### src/rtl/core/bhcf_pkg.sv
`default_nettype none
// ----------------------------------------------------------------------------
// bhcf_pkg
// Shared types, constants and helpers for the byte histogram with case fold.
// ----------------------------------------------------------------------------
package bhcf_pkg;

	localparam int NUM_BINS    = 256;
	localparam int ADDR_WIDTH  = $clog2(NUM_BINS);
	localparam int COUNT_WIDTH = 32;

	localparam logic [1:0] CMD_COUNT = 2'd0;
	localparam logic [1:0] CMD_READ  = 2'd1;
	localparam logic [1:0] CMD_CLEAR = 2'd2;

	localparam logic [7:0] UPPER_FIRST = 8'h41;
	localparam logic [7:0] UPPER_LAST  = 8'h5A;
	localparam logic [7:0] CASE_OFFSET = 8'h20;

	typedef logic [ADDR_WIDTH-1:0]  addr_t;
	typedef logic [COUNT_WIDTH-1:0] count_t;

	// operation held in the update stage
	typedef struct packed {
		logic       vld;
		logic [1:0] cmd;
		addr_t      addr;
	} op_t;

	// ascii upper case to lower case when folding is on
	function automatic logic [7:0] fold_byte(input logic [7:0] b, input logic fold_en);
		logic [7:0] r;
		r = b;
		if (fold_en && b >= UPPER_FIRST && b <= UPPER_LAST) begin
			r = b + CASE_OFFSET;
		end
		return r;
	endfunction

endpackage
`default_nettype wire

### src/rtl/core/bhcf_update.sv
`default_nettype none
// ----------------------------------------------------------------------------
// bhcf_update
// Read-modify-write stage: bin valid bits, write forwarding, saturating
// increment and the registered read result.
// ----------------------------------------------------------------------------
module bhcf_update (
	input  wire logic             clk,
	input  wire logic             arst_n,
	input  wire bhcf_pkg::op_t    op_s1,
	input  wire bhcf_pkg::count_t rd_data,
	output      logic             wr_en,
	output      bhcf_pkg::addr_t  wr_addr,
	output      bhcf_pkg::count_t wr_data,
	output      logic             res_strobe,
	output      bhcf_pkg::addr_t  res_index,
	output      bhcf_pkg::count_t res_count
);
	import bhcf_pkg::*;

	logic [NUM_BINS-1:0] valid_q;
	logic                wr_en_q;
	addr_t               wr_addr_q;
	count_t              wr_data_q;
	logic                strobe_q;
	addr_t               index_q;
	count_t              count_q;

	logic   is_count;
	logic   is_read;
	logic   is_clear;
	logic   fwd_hit;
	count_t cur;
	count_t nxt;

	assign is_count = op_s1.vld && (op_s1.cmd == CMD_COUNT);
	assign is_read  = op_s1.vld && (op_s1.cmd == CMD_READ);
	assign is_clear = op_s1.vld && (op_s1.cmd == CMD_CLEAR);

	// memory read was issued while the previous word was still being written
	assign fwd_hit = wr_en_q && (wr_addr_q == op_s1.addr);

	always_comb begin
		if (fwd_hit) begin
			cur = wr_data_q;
		end else if (valid_q[op_s1.addr]) begin
			cur = rd_data;
		end else begin
			cur = '0;
		end
		nxt = (&cur) ? cur : cur + count_t'(1);
	end

	assign wr_en   = is_count;
	assign wr_addr = op_s1.addr;
	assign wr_data = nxt;

	always_ff @(posedge clk or negedge arst_n) begin
		if (!arst_n) begin
			valid_q  <= '0;
			wr_en_q  <= 1'b0;
			strobe_q <= 1'b0;
		end else begin
			if (is_clear) begin
				valid_q <= '0;
			end else if (is_count) begin
				valid_q[op_s1.addr] <= 1'b1;
			end
			wr_en_q  <= is_count;
			strobe_q <= is_read;
		end
	end

	always_ff @(posedge clk) begin
		wr_addr_q <= op_s1.addr;
		wr_data_q <= nxt;
		index_q   <= op_s1.addr;
		count_q   <= cur;
	end

	assign res_strobe = strobe_q;
	assign res_index  = index_q;
	assign res_count  = count_q;

endmodule
`default_nettype wire

### config.mk
export PLATFORM = sky130hd
export DESIGN_NAME = bhcf_update
export DESIGN_NICKNAME = d
export VERILOG_FILES = /design/src/rtl/core/bhcf_pkg.sv /design/src/rtl/core/bhcf_update.sv
export SDC_FILE = /design/constraint.sdc
export NUM_CORES = 1
export LEC_CHECK = 0
export BUFFER_PORTS_ARGS = -buffer_cell sky130_fd_sc_hd__buf_2
export CAP_MARGIN = 0
export CORE_UTILIZATION = 45
export CTS_BUF_LIST = sky130_fd_sc_hd__clkbuf_16
export DETAILED_ROUTE_END_ITERATION = 8
export MAX_ROUTING_LAYER = met4
export SLEW_MARGIN = 10
export SYNTH_ARGS = -nofsm -noshare
export SYNTH_HDL_FRONTEND = slang
export SYNTH_SLANG_ARGS = --single-unit
### constraint.sdc
create_clock -name clk -period 10.15 [get_ports clk]
set_input_delay 1.5225 -clock clk [delete_from_list [all_inputs] [get_ports clk]]
set_output_delay 1.5225 -clock clk [all_outputs]
set_load 0.01 [all_outputs]
==> flow_summary.yaml <==
die:
  dieWidth_um: 183
  core_region_area_um2: 32500
  row_count: 66
  initial_utilization_pct: 45.6
  io-pin-count: 127
  design.die.area_um2: 33600
  die_height_um: 183
power:
  pwr-share-clk_pct: 43.5
  power.switching_fraction_pct: 25.0
  maximum_vdd_drop_v: 0.0000949
  leakagePower_nw: 8.20
  share_comb_of_total_power_pct: 8.6
  power.density_nw_per_um2: 168
  power.sequential.fraction_pct: 47.9
  totalPowerFinal_mw: 2.84
  total_switching_power_mw: 0.711
  internal-power_mw: 2.13
clocking:
  clk_path_buf_depth: 3
  clk_latency_ps: 520
  cts_inserted_buffers: 37
  clock_sink_count: 330
  cts-hold-fix-buffers: 0
  cts_htree_levels: 2
  post_cts_resized: 0
  clock_tree_from_tritoncts: "built"
  clk_pin_slew_ps: 60
  postCtsSetupRepairBufs: 0
  cts.root.buffer_cell: "clkbuf_16"
timing:
  worstMarginPinSlew_ps: 1220
  clock_skew_ps: 15.2
  setup_violations_final: 0
  grt_setup_unrepaired: "false"
  finalWorstPathRequiredPeriod_ps: 8360
  final-hold-violation-count: 0
  report.final.slew_viol_count: 0
  slew_headroom_pct: 18.5
  max_freq_ghz: 0.120
  final_min_period_over_clock_period_pct: 82.3
  final.setup.tns_ps: 0
worst_setup_path:
  rr_startpoint: "valid_q[153]"
  r2r-end: "wr_data_q[29]"
  ff2ff_path_depth: 15
  arrival_ps: 6830
  crit_path_start_kind: "input port"
  critical_path_sink_type: "output port"
  crit_type: "input port to output port"
  timing.critical_path.required_ps: 8630
  worst-path-max-fanout: 50
  flop2flop_setup_slack_ps: 5260
worst_hold_path:
  hold-path-cell-count: 2
  worst_hold_startpoint: "valid_q[93]"
  hold_end: "valid_q[93]"
  min_path_type: "flop to flop"
global_routing:
  grt_pass1_wl_um: 66400
  overall_overflow_remaining_after_global_route: 0
  grt_pass1_vias: 11440
  grt_util_all_layers_pct: 26.2
  maximum_number_of_pins_on_one_net_before_global_route_repair: 123
  grt_antenna_before_repair: 1
logic_synthesis:
  synth_enable_flop_cells: 0
  asyncSetResetFlopFracSynth_pct: 78.2
  post_synth_inst_count: 1500
  leading_post_synthesis_cells_by_cell_area: "dfrtp_1 (44%), dfxtp_1 (9.7%), a21oi_1 (9.5%)"
  syn-mean-instance-area_um2: 9.87
  ys_ff_latch: 330
  synth.yosys.seq_area_share_pct: 53.3
  syn-cell-area_um2: 14800
  synth_fp_nets: 1546
  ys.warnings.count: 0
  yosysUniqueCellTypes: 72
  synth_top_cell_by_area: "dfrtp_1"
  yosys_most_used_dff: "dfrtp_1"
  post-synth-top-area-fraction_pct: 43.6
detailed_routing:
  detail-route-antenna-nets: 0
  detailed_router_s_first_iteration_violation_count: 1160
  detail_route.wirelength_um: 42200
  drt_first_pass_iters: 5
  top_signal_layer_used: "met4"
  total_via_count_after_detailed_routing: 11767
  drc_violation_count_after_routing: 0
  dr_wl_met2_um: 19300
  met3WireLength_um: 2740
  routed_via_density: 5.73
  routed_wire_length_per_instance_um: 20.6
  wirelength_met1_um: 19000
layout:
  final_core_utilization_pct: 52.1
  layout_commonest_cell: "nor2_1"
  layout.nets: 1634
  insertedDiodeCount: 0
  post_route_cells_drive_above_1_share_pct: 16.7
  final_cell_mix: "nor2_1 (299), a21oi_1 (280), dfrtp_1 (258)"
  area_growth_pct: 14.2
placed_design:
  port-buffer-count: 126
  gp_routability_congestion: 0.899
  dp_hpwl_um: 26600
status:
  status: "finished clean"
flow_run:
  max-cap-violations: 0
-- how the worst max path moves through the flow --
stage                     slack [ps]  cells past startpoint  startpoint          end
after CTS                       1800                     19    op_s1[0]  wr_data[30]
after floorplan                 2580                     21    op_s1[3]  wr_data[10]
after global placement          1900                     17    op_s1[0]  wr_data[31]
after global routing            1390                     19    op_s1[0]  wr_data[26]
after detailed placement        1820                     19    op_s1[0]  wr_data[30]
final                           1790                     19    op_s1[0]  wr_data[30]
-- power groups by stage --
stage	combinational [mW]	sequential [mW]	clock [mW]
floorplan	0.138	1.39	0
global placement	0.241	1.39	0
detailed placement	0.243	1.39	0
CTS	0.244	1.36	1.26
global route	0.265	1.36	1.32
finish	0.243	1.36	1.24
-- critical path, stage by stage --
cell and delay, ps:
buf_6 500, buf_4 640, mux2i_1 180, a22oi_1 210
nand2_1 80, o22a_1 230, a31oi_1 420, o31ai_2 210
o21ai_2 550, a22o_1 280, ha_1 230, nand2_1 70
nor4_1 180, a41o_1 160, or2_1 320, nor4b_2 450
nand4_1 180, xnor2_1 180, buf_2 160
-- metrics by stage --
stage / cells / cell area, um2 / setup WS, ps / hold WS (ps)
CTS: 2055 / 16900 / 1800 / 493
floorplan: 1500 / 14800 / 2580 / 457
detailed placement: 1991 / 15800 / 1820 / 477
global route: 2055 / 16900 / 1390 / 508
global placement: 1991 / 15800 / 1900 / 471
finish: 2055 / 16900 / 1790 / 488
-- state kept, by name, indices dropped and copies added (netlist names) --
| signal | flops |
|---|---|
| res_index | 8 |
| wr_data_q | 32 |
| valid_q | 256 |
| res_count | 32 |
| res_strobe | 1 |
| wr_en_q | 1 |
-- per-layer routing --
layer | vias to the layer above | global-route usage, %
li1 | 5435 | -
met1 | 5804 | 36.2
met2 | 448 | 39.9
met3 | 80 | 3.74
met4 | 0 | 8.37
met5 | - | -
-- cells in the mapped netlist (3+ instances only) --
cell and count:
nor2_1 301, a21oi_1 280, dfrtp_1 258, mux2i_1 82, clkbuf_1 77, dfxtp_1 72
nand2_1 61, a22oi_1 41, nand3_1 29, mux4_2 28, xnor2_1 26, nor3_1 24
inv_1 21, a22o_1 16, buf_2 13, and2_1 11, xor2_1 11, nor4_1 10
buf_4 9, o21ai_0 9, nand4_1 8, a31oi_1 7, buf_1 7, nand2b_1 7
buf_6 6, nor2b_1 5, o21ai_1 5, o22ai_1 5, a21o_1 4, a32oi_1 4
a41oi_1 3, and3_1 3, mux2_2 3, or3_1 3
-- final cells by class --
class                      count  area (um2)
multi-input combinational   1035        6360
fill                        2964       15500
clock buffer                  37         926
timing repair buffer         161         910
tap                          442         553
clock inverter                27         175
inverter                      23        86.3
sequential                   330        7900
-- cells by family after synthesis --
logic type,count (synthesis),synth area share [%]
AO/OA/AOI/OAI,402,15.9
XOR/XNOR,37,2.19
adder cells (fa/ha/maj),1,0.0845
buffers and inverters,135,4.06
flip-flops,330,53.3
multiplexers,113,10.0
AND/OR/NAND/NOR,482,14.4
Power figures use the tool's default switching activity.
